## src/fbfl_pkg.sv

```systemverilog
`timescale 1ns / 1ps
// Shared types and codes for the fixed-size block pool free list.
package fbfl_pkg;

   // Fixed field widths of the request and response channels.
   localparam int CMD_W     = 1;
   localparam int IDX_IN_W  = 8;
   localparam int BLK_OUT_W = 8;
   localparam int CNT_OUT_W = 9;

   // Request command codes.
   localparam logic [CMD_W-1:0] CMD_ALLOC = 1'b0;
   localparam logic [CMD_W-1:0] CMD_FREE  = 1'b1;

   // Controller states.
   typedef enum logic [1:0] {
      ST_INIT,
      ST_IDLE,
      ST_EXEC
   } fbfl_state_type;

   // Commands from the controller to the datapath.
   typedef struct packed {
      logic sweep_en;
      logic capture;
      logic execute;
   } fbfl_ctrl_type;

   // Status from the datapath to the controller.
   typedef struct packed {
      logic sweep_last;
      logic rsp_room;
   } fbfl_stat_type;

endpackage

```

## src/fbfl_ctrl.sv

```systemverilog
`timescale 1ns / 1ps
// Controller state machine for the block pool free list.
module fbfl_ctrl
   import fbfl_pkg::*;
(
   input  logic          clock,
   input  logic          reset,
   input  logic          req_valid,
   output logic          req_ready,
   input  fbfl_stat_type stat,
   output fbfl_ctrl_type ctrl
);

   fbfl_state_type state_ff;
   fbfl_state_type state_in;

   // State register.
   always_ff @(posedge clock) begin
      if (reset) begin
         state_ff <= ST_INIT;
      end else begin
         state_ff <= state_in;
      end
   end

   // Next state and command decode.
   always_comb begin
      state_in      = state_ff;
      ctrl.sweep_en = 1'b0;
      ctrl.capture  = 1'b0;
      ctrl.execute  = 1'b0;
      req_ready     = 1'b0;
      case (state_ff)
         ST_INIT: begin
            // Load the ascending link chain, one entry per cycle.
            ctrl.sweep_en = 1'b1;
            if (stat.sweep_last) begin
               state_in = ST_IDLE;
            end
         end
         ST_IDLE: begin
            req_ready = 1'b1;
            if (req_valid) begin
               ctrl.capture = 1'b1;
               state_in     = ST_EXEC;
            end
         end
         ST_EXEC: begin
            // Wait here only while the response register holds a result that is not being taken.
            if (stat.rsp_room) begin
               ctrl.execute = 1'b1;
               state_in     = ST_IDLE;
            end
         end
         default: begin
            state_in = ST_INIT;
         end
      endcase
   end

endmodule

```

## src/fbfl_dpath.sv

```systemverilog
`timescale 1ns / 1ps
// Datapath for the block pool free list: link memory, head, count and response register.
module fbfl_dpath
   import fbfl_pkg::*;
#(
   parameter int NUM_BLOCKS = 256
)
(
   input  logic                 clock,
   input  logic                 reset,
   input  fbfl_ctrl_type        ctrl,
   output fbfl_stat_type        stat,
   input  logic [CMD_W-1:0]     req_command,
   input  logic [IDX_IN_W-1:0]  req_free_index,
   output logic                 rsp_valid,
   input  logic                 rsp_ready,
   output logic                 rsp_ok,
   output logic [BLK_OUT_W-1:0] rsp_block_index,
   output logic [CNT_OUT_W-1:0] rsp_free_count
);

   localparam int IDX_W  = (NUM_BLOCKS > 1) ? $clog2(NUM_BLOCKS) : 1;
   localparam int LINK_W = $clog2(NUM_BLOCKS + 1);
   localparam logic [LINK_W-1:0] LINK_NULL = LINK_W'(NUM_BLOCKS);
   localparam logic [IDX_W-1:0]  LAST_IDX  = IDX_W'(NUM_BLOCKS - 1);

   // Link memory: each entry holds the next free block or null.
   logic [LINK_W-1:0] link_mem [NUM_BLOCKS];

   logic [LINK_W-1:0]    head_ff,  head_in;
   logic [LINK_W-1:0]    total_ff, total_in;
   logic [IDX_W-1:0]     sweep_ff;
   logic [LINK_W-1:0]    rd_data_ff;
   logic [CMD_W-1:0]     cmd_ff;
   logic [IDX_IN_W-1:0]  idx_ff;
   logic                 rsp_valid_ff;
   logic                 rsp_ok_ff,    rsp_ok_in;
   logic [BLK_OUT_W-1:0] rsp_block_ff, rsp_block_in;
   logic [CNT_OUT_W-1:0] rsp_count_ff;
   logic                 wr_en;
   logic [IDX_W-1:0]     wr_addr;
   logic [LINK_W-1:0]    wr_data;
   logic                 in_pool;

   // Link memory write port and registered read of the current head entry.
   always_ff @(posedge clock) begin
      if (wr_en) begin
         link_mem[wr_addr] <= wr_data;
      end
      rd_data_ff <= link_mem[head_ff[IDX_W-1:0]];
   end

   // Operation decode: pop on allocate, push on free.
   always_comb begin
      in_pool      = (32'(idx_ff) < NUM_BLOCKS);
      head_in      = head_ff;
      total_in     = total_ff;
      rsp_ok_in    = 1'b0;
      rsp_block_in = '0;
      wr_en        = 1'b0;
      wr_addr      = sweep_ff;
      wr_data      = LINK_W'(sweep_ff) + LINK_W'(1);
      if (ctrl.sweep_en) begin
         wr_en = 1'b1;
      end else if (cmd_ff == CMD_ALLOC) begin
         if (head_ff != LINK_NULL) begin
            rsp_ok_in    = 1'b1;
            rsp_block_in = BLK_OUT_W'(head_ff);
            head_in      = rd_data_ff;
            if (total_ff != '0) begin
               total_in = total_ff - LINK_W'(1);
            end
         end
      end else begin
         if ((total_ff != LINK_NULL) && in_pool) begin
            rsp_ok_in = 1'b1;
            head_in   = LINK_W'(idx_ff);
            total_in  = total_ff + LINK_W'(1);
            wr_en     = ctrl.execute;
            wr_addr   = IDX_W'(idx_ff);
            wr_data   = head_ff;
         end
      end
   end

   // Head pointer, free count and sweep counter.
   always_ff @(posedge clock) begin
      if (reset) begin
         head_ff  <= '0;
         total_ff <= LINK_W'(NUM_BLOCKS);
         sweep_ff <= '0;
      end else begin
         if (ctrl.sweep_en) begin
            sweep_ff <= sweep_ff + IDX_W'(1);
         end
         if (ctrl.execute) begin
            head_ff  <= head_in;
            total_ff <= total_in;
         end
      end
   end

   // Capture the request payload on transfer.
   always_ff @(posedge clock) begin
      if (ctrl.capture) begin
         cmd_ff <= req_command;
         idx_ff <= req_free_index;
      end
   end

   // Response register.
   always_ff @(posedge clock) begin
      if (reset) begin
         rsp_valid_ff <= 1'b0;
      end else if (ctrl.execute) begin
         rsp_valid_ff <= 1'b1;
      end else if (rsp_ready) begin
         rsp_valid_ff <= 1'b0;
      end
   end

   always_ff @(posedge clock) begin
      if (ctrl.execute) begin
         rsp_ok_ff    <= rsp_ok_in;
         rsp_block_ff <= rsp_block_in;
         rsp_count_ff <= CNT_OUT_W'(total_in);
      end
   end

   assign stat.sweep_last = (sweep_ff == LAST_IDX);
   assign stat.rsp_room   = !rsp_valid_ff || rsp_ready;

   assign rsp_valid       = rsp_valid_ff;
   assign rsp_ok          = rsp_ok_ff;
   assign rsp_block_index = rsp_block_ff;
   assign rsp_free_count  = rsp_count_ff;

   // The free count never exceeds the pool size.
   a_total_bound: assert property (@(posedge clock) disable iff (reset)
      total_ff <= LINK_W'(NUM_BLOCKS))
      else $error("free count above pool size");

   // An executed operation always leaves a result in the response register.
   a_exec_result: assert property (@(posedge clock) disable iff (reset)
      ctrl.execute |=> rsp_valid_ff)
      else $error("executed operation produced no response");

   // Execution never overwrites a result that has not been taken.
   a_exec_room: assert property (@(posedge clock) disable iff (reset)
      ctrl.execute |-> (!rsp_valid_ff || rsp_ready))
      else $error("response overwritten before transfer");

   // The initialization sweep and operations never share the write port.
   a_sweep_excl: assert property (@(posedge clock) disable iff (reset)
      !(ctrl.sweep_en && (ctrl.execute || ctrl.capture)))
      else $error("operation during initialization sweep");

endmodule

```

## src/fixed_block_free_list.sv

```systemverilog
`timescale 1ns / 1ps
// Top level of the fixed-size block pool free list. The pool of NUM_BLOCKS blocks is kept as
// a LIFO linked list of free block indices in a link memory of NUM_BLOCKS entries. After
// reset an initialization sweep links every block of the link memory in ascending order,
// with req_ready low; then every block is free and block 0 is the head. A request is
// transferred in ST_IDLE, where the link memory is read at the head, and executed in
// ST_EXEC, which uses the registered read data to pop or writes the memory to push; ST_EXEC
// waits while the response register holds a result that is not taken. The next request is
// taken only after execution, but it is accepted while the previous response waits in the
// output register. Allocate returns the head block or ok low when the list is empty;
// free pushes the given block, or returns ok low when the pool is already full or the
// index is outside the pool. Each response carries the new free count in its low 9 bits.
module fixed_block_free_list
   import fbfl_pkg::*;
#(
   parameter int NUM_BLOCKS = 256
)
(
   input  logic                 clock,
   input  logic                 reset,
   input  logic                 req_valid,
   output logic                 req_ready,
   input  logic [CMD_W-1:0]     req_command,
   input  logic [IDX_IN_W-1:0]  req_free_index,
   output logic                 rsp_valid,
   input  logic                 rsp_ready,
   output logic                 rsp_ok,
   output logic [BLK_OUT_W-1:0] rsp_block_index,
   output logic [CNT_OUT_W-1:0] rsp_free_count
);

   fbfl_ctrl_type ctrl;
   fbfl_stat_type stat;

   // Sequencing of sweep, request capture and execution.
   fbfl_ctrl u_ctrl (
      .clock     (clock),
      .reset     (reset),
      .req_valid (req_valid),
      .req_ready (req_ready),
      .stat      (stat),
      .ctrl      (ctrl)
   );

   // Link memory, list state and response register.
   fbfl_dpath #(
      .NUM_BLOCKS (NUM_BLOCKS)
   ) u_dpath (
      .clock           (clock),
      .reset           (reset),
      .ctrl            (ctrl),
      .stat            (stat),
      .req_command     (req_command),
      .req_free_index  (req_free_index),
      .rsp_valid       (rsp_valid),
      .rsp_ready       (rsp_ready),
      .rsp_ok          (rsp_ok),
      .rsp_block_index (rsp_block_index),
      .rsp_free_count  (rsp_free_count)
   );

endmodule

```

## config.mk

```make
export PLATFORM = sky130hd
export DESIGN_NAME = fixed_block_free_list
export DESIGN_NICKNAME = d
export VERILOG_FILES = /design/src/fbfl_pkg.sv /design/src/fbfl_ctrl.sv /design/src/fbfl_dpath.sv /design/src/fixed_block_free_list.sv
export SDC_FILE = /design/constraint.sdc
export NUM_CORES = 2
export LEC_CHECK = 0
export BUFFER_PORTS_ARGS = -buffer_cell sky130_fd_sc_hd__buf_4
export CORE_MARGIN = 10
export CORE_UTILIZATION = 40
export CTS_CLUSTER_SIZE = 20
export DETAILED_ROUTE_END_ITERATION = 7
export MAX_ROUTING_LAYER = met4
export PLACE_DENSITY_LB_ADDON = 0.1
export SLEW_MARGIN = 5
export SYNTH_ARGS = -nofsm -noshare
export SYNTH_HDL_FRONTEND = slang
export SYNTH_SLANG_ARGS = --single-unit
```

## constraint.sdc

```tcl
create_clock -name clock -period 12.8 [get_ports clock]
set_clock_uncertainty 0.05 [all_clocks]
set_input_delay 1.92 -clock clock [delete_from_list [all_inputs] [get_ports clock]]
set_output_delay 1.92 -clock clock [all_outputs]
set_load 0.01 [all_outputs]
```

## Yosys cells after proc, flatten, opt, wreduce, memory -nomap -nowiden

Memory sizes are Yosys's and may differ from the RTL's. A register that Yosys moved wholly into a read port is not among the register bits.
Index checks and enable logic that the tools add are counted.

| operators by class | value |
|---|---|
| divide/modulo/power cells | 0 |
| shifts and indexed selects | 0 |
| $mul | 0 |
| add/subtract/negate cells | 4 |
| muxes and demuxes | 34 |
| reduce and logical (&&, ||, !) cells | 9 |
| equality and inequality tests | 9 |
| magnitude comparators | 0 |
| bitwise logic cells | 2 |

Operator list:

| cell | count |
|---|---|
| $mux W9 | 11 |
| $mux W8 | 3 |
| $ne A9 B9 Y1 const B | 2 |
| $mux W1 | 16 |
| $add A8 B1 Y9 const B | 1 |
| $add A9 B1 Y9 const B | 1 |
| $reduce_bool A9 Y1 | 1 |
| $sub A9 B1 Y9 const B | 1 |
| $add A8 B1 Y8 const B | 1 |
| $eq A8 B8 Y1 const B | 1 |
| $ne A2 B2 Y1 const B | 4 |
| $mux W2 | 3 |
| $pmux W2 S3 | 1 |
| $reduce_and A4 Y1 | 1 |
| $reduce_bool A2 Y1 | 2 |
| $reduce_and A3 Y1 | 1 |
| $reduce_or A3 Y1 | 1 |
| $eq A2 B1 Y1 const B | 1 |
| $eq A2 B2 Y1 const B | 1 |
| $logic_not A2 Y1 | 1 |
| $not A1 Y1 | 2 |
| $logic_not A1 Y1 | 1 |
| $logic_or A1 B1 Y1 | 1 |

| storage, ports and cells | value |
|---|---|
| RAM bits | 2304 |
| output and inout port bits | 20 |
| latch bits | 0 |
| input port bits | 13 |
| register bits after elaboration | 56 |
| memories kept | 1 |
| word-level logic and storage cells | 69 |
| ROM bits | 0 |

Memories:

| memory | depth | width | rd ports | clocked after memory_dff | write ports | RTL line | RTL |
|---|---|---|---|---|---|---|---|
| u_dpath.link_mem | 256 | 9 | 1 | 1 | 1 | fbfl_dpath.sv:28 | `logic [LINK_W-1:0] link_mem [NUM_BLOCKS];` |

## Depth between registers and ports, before layout

| depth | value |
|---|---|
| depth in word-level cells | 9 |
| gate-level depth with buffers | 13 |
| depth with buffers taken out | 8 |

## By module

A second synthesis with hierarchy kept.

| second synthesis, totals | value |
|---|---|
| cells, all modules | 4564 |
| area total of the unflattened synthesis | 92862.8 um^2 |

By module, submodules not included:

| module | cells each | sequential area each (um^2) | area an instance (um^2) | times used |
|---|---|---|---|---|
| fbfl_dpath | 4551 | 70717.8 | 92755.2 | 1 |
| fbfl_ctrl | 13 | 40.0 | 107.6 | 1 |

## Worst setup path before layout

Ideal clock, no wire load.

| timing path | value |
|---|---|
| path kind | register -> register |
| start | register u_dpath.total_ff[2] |
| end | memory u_dpath.link_mem[0][8] (netlist name) (data pin) |
| slack | -0.956 ns |
| clock period less this slack | 13.756 ns |
| stages on the path, launching flop included | 8 |
| arrival | 11.518 ns |
| library setup time | 2.188 ns |
| required time | 10.562 ns |
| buffers on the path | 3 |
| cell sequence | dfxtp_1 > buf_2 > nor4_4 > a41oi_2 > and2_1 > buf_2 > clkbuf_1 > o21ai_0 |

| on the way | value |
|---|---|
| longest elaborated chain between the ends | 4 |

RTL lines:

| element | RTL line | RTL |
|---|---|---|
| start: declaration | fbfl_dpath.sv:31 | `logic [LINK_W-1:0] total_ff, total_in;` |
| start signal: assignment | fbfl_dpath.sv:90 | `total_ff <= LINK_W'(NUM_BLOCKS);` |
| start signal: assignment | fbfl_dpath.sv:98 | `total_ff <= total_in;` |
| $ne A9 B9 Y1 | fbfl_dpath.sv:75 | `if ((total_ff != LINK_NULL) && in_pool) begin` |
| $mux W9 | fbfl_dpath.sv:75 |  |
| $mux W9 | fbfl_dpath.sv:65 | `end else if (cmd_ff == CMD_ALLOC) begin` |
| $mux W9 | fbfl_dpath.sv:63 | `if (ctrl.sweep_en) begin` |
| net u_dpath.wr_data[8] | fbfl_dpath.sv:42 | `logic [LINK_W-1:0] wr_data;` |
| end: declaration | fbfl_dpath.sv:28 |  |

The timed path passes the listed nets, and every way through them passes these cells.

==> metrics <==
via/cell ratio 5.940; Worst-Skew Late Latency 920 ps; max-cap violations 0; commonest non-fill, non-tap cell in the layout edfxtp_1; initial DRC count 5,467; Final Critical Period 5150 ps; Leakage 0.03176 µW; startpoint types flop; Initial Util 0.4031; setup TNS after final layout 0 ps; Max Slew Vio Count 0; RSZ-0062 raised after global routing no; CTS tree built; Clock Sinks 2,369; H-tree depth 5; chip width 502.0 µm; Required @ worst endpoint 13,510 ps; Yosys cell types 91; CTS Buf Count 274; worst vdd ir 0.00009399 V; initial antenna violation count 13; IO Pins 33; vias in the first global route 46,820; PD cells 154.2 mW/mm²; outcome completed; GP Congestion 0.8096; Clock transition at path regs 60 ps; row cnt 176; CP Class flop to flop; # nets final 4,665; Final Cycle Share 0.4023; first-pass GRT wire length 388,200 µm; Slew headroom 0.1505; DRC 0; commonest non-fill, non-tap cells in the layout edfxtp_1, mux4_2, nor2_1, clkbuf_16, mux2i_1; maximum root-to-sink buffer count 4; DIE AREA 0.2520 mm²; crit-path max FO 104; post-synthesis sequential area ratio 0.7614; pin count of the biggest net entering global routing 151; postcts setup bufs 0; final hold viol count 0; syn_nets 4,525; post-CTS sizing 0; Worst Hold Class flop to flop; Worst-Margin Slew 1270 ps; Mean Syn Cell Area 20.61 µm²; PortBufs 32; Post-Route WL 280,200 µm; Final Util 0.4543; Setup Viol. Count Final 0; Finished Layout Cells 7,872; Placed Cells 7,399; cell area after layout 0.1047 mm²; Post-synth top flop edfxtp_1; Core Footprint 0.2306 mm²; Post-Syn Area 0.09293 mm²; fmax 194.2 MHz; dpl ws 7322 ps; Syn Inst Count 4,509; DP Wirelength 164,700 µm; number of synthesized flops with an enable pin 2,331; routed vias 46,760; placed cell area 0.09638 mm²; GRT Total Usage 0.2253; Post-DRT Antenna Nets 0; Die Ht 502.0 µm; #FFs+latches synth 2,369; Synth warnings 0; setup ws final 7650 ps; Area growth syn-to-layout 12.71%; share of layout cells above drive strength 1 0.2243; CP arrival 5860 ps; ys async rst share 0; DR pass1 iterations 6; hold-fix buffers at CTS 0; grt total ovfl 0; Setup crit end kind flop; clk root buf clkbuf_16; wire per inst 35.60 µm
[critical path, stage by stage (launching register included)]
cell       delay, ps
dfxtp_4          790
buf_4            690
buf_12           620
mux4_1           720
and2_1           230
a211oi_1         480
a2bb2oi_1        360
o211ai_1         280
o31ai_1          290
a211oi_1         120
[where the power goes]
part	total [µW]	switching, µW	internal [µW]
sequential	8520	9.51	8510
combinational	220	190	29.9
clock	7410	3070	4340
total	16100	3270	12900
[cell families after synthesis]
group                      Yosys count  share of synthesized area
AOI/OAI and AO/OA                  431                    0.03288
muxes                              748                     0.1533
xor gates and xnor gates            22                   0.002073
buffers and inverters              291                    0.01931
DFF                               2369                     0.7614
adders and majority gates            3                  0.0004039
and+or+nand+nor                    645                    0.03067
[synthesized netlist by cell type (29+ instances only)]
master       n  area share
o221ai_1    29      0.0027
nor2_1     333       0.013
a21oi_1     79      0.0043
edfxtp_1  2331        0.75
nand3_1     36      0.0019
nand2_1    135      0.0055
mux2i_1    204       0.022
mux4_1      35      0.0099
dfxtp_1     38      0.0082
mux4_2     493        0.12
clkbuf_1    81      0.0033
a221oi_1    38      0.0036
buf_2      112      0.0060
o21ai_0     70      0.0038
a22oi_1     60      0.0048
[per-layer routing]
layer / GRT usage / wire length [µm] / part of all wire / vias up
li1: - / - / - / 19000
met1: 0.3094 / 119600 / 0.43 / 25400
met2: 0.3409 / 131100 / 0.47 / 1905
met3: 0.04605 / 20270 / 0.072 / 456
met4: 0.06880 / 9209 / 0.033 / 0
met5: - / 0 / 0 / -
[final timing paths]
kind / startpoint / to / slack (ps) / cells past startpoint
setup / recovery: u_dpath.head_ff[0]$_SDFFE_PP0P_ / u_dpath.rd_data_ff[0]$_DFF_P_ / 7650 / 9
hold / removal: u_dpath.rsp_valid$_SDFFE_PP0P_ / u_dpath.rsp_valid$_SDFFE_PP0P_ / 480 / 2
setup reg to reg: u_dpath.head_ff[0]$_SDFFE_PP0P_ / u_dpath.rd_data_ff[0]$_DFF_P_ / 7650 / 9
hold reg to reg: u_dpath.rsp_valid$_SDFFE_PP0P_ / u_dpath.rsp_valid$_SDFFE_PP0P_ / 480 / 2
[sequential cells by signal (all words and copies together) (netlist names)]
signal / cells
u_dpath.rsp_free_count: 9
u_dpath.total_ff: 9
u_ctrl.state_ff: 2
u_dpath.cmd_ff: 1
u_dpath.link_mem: 2304
u_dpath.rd_data_ff: 9
u_dpath.idx_ff: 8
u_dpath.rsp_block_index: 8
u_dpath.head_ff: 9
u_dpath.rsp_ok: 1
u_dpath.rsp_valid: 1
u_dpath.sweep_ff: 8
[final cells by class]
cell class	instances	area (µm²)
fillers	19330	125800
well taps	3026	3786
clock inverters	136	1147
clock buffers	333	7203
inverters	14	61.31
repair buffers	141	1221
multi-input cells	1849	20530
diodes	4	10.01
flip-flops and latches	2369	70780
[per-stage QoR]
stage / hold WS, ps / power, µW
final: 475.1 / 16150
after global routing: 518.5 / 16610
after CTS: 474.8 / 16280
after detailed placement: 463.1 / 8907
after global placement: 450.1 / 8905
after floorplan: 396.8 / 8806
Note: power is estimated with default switching activity, not from simulation.
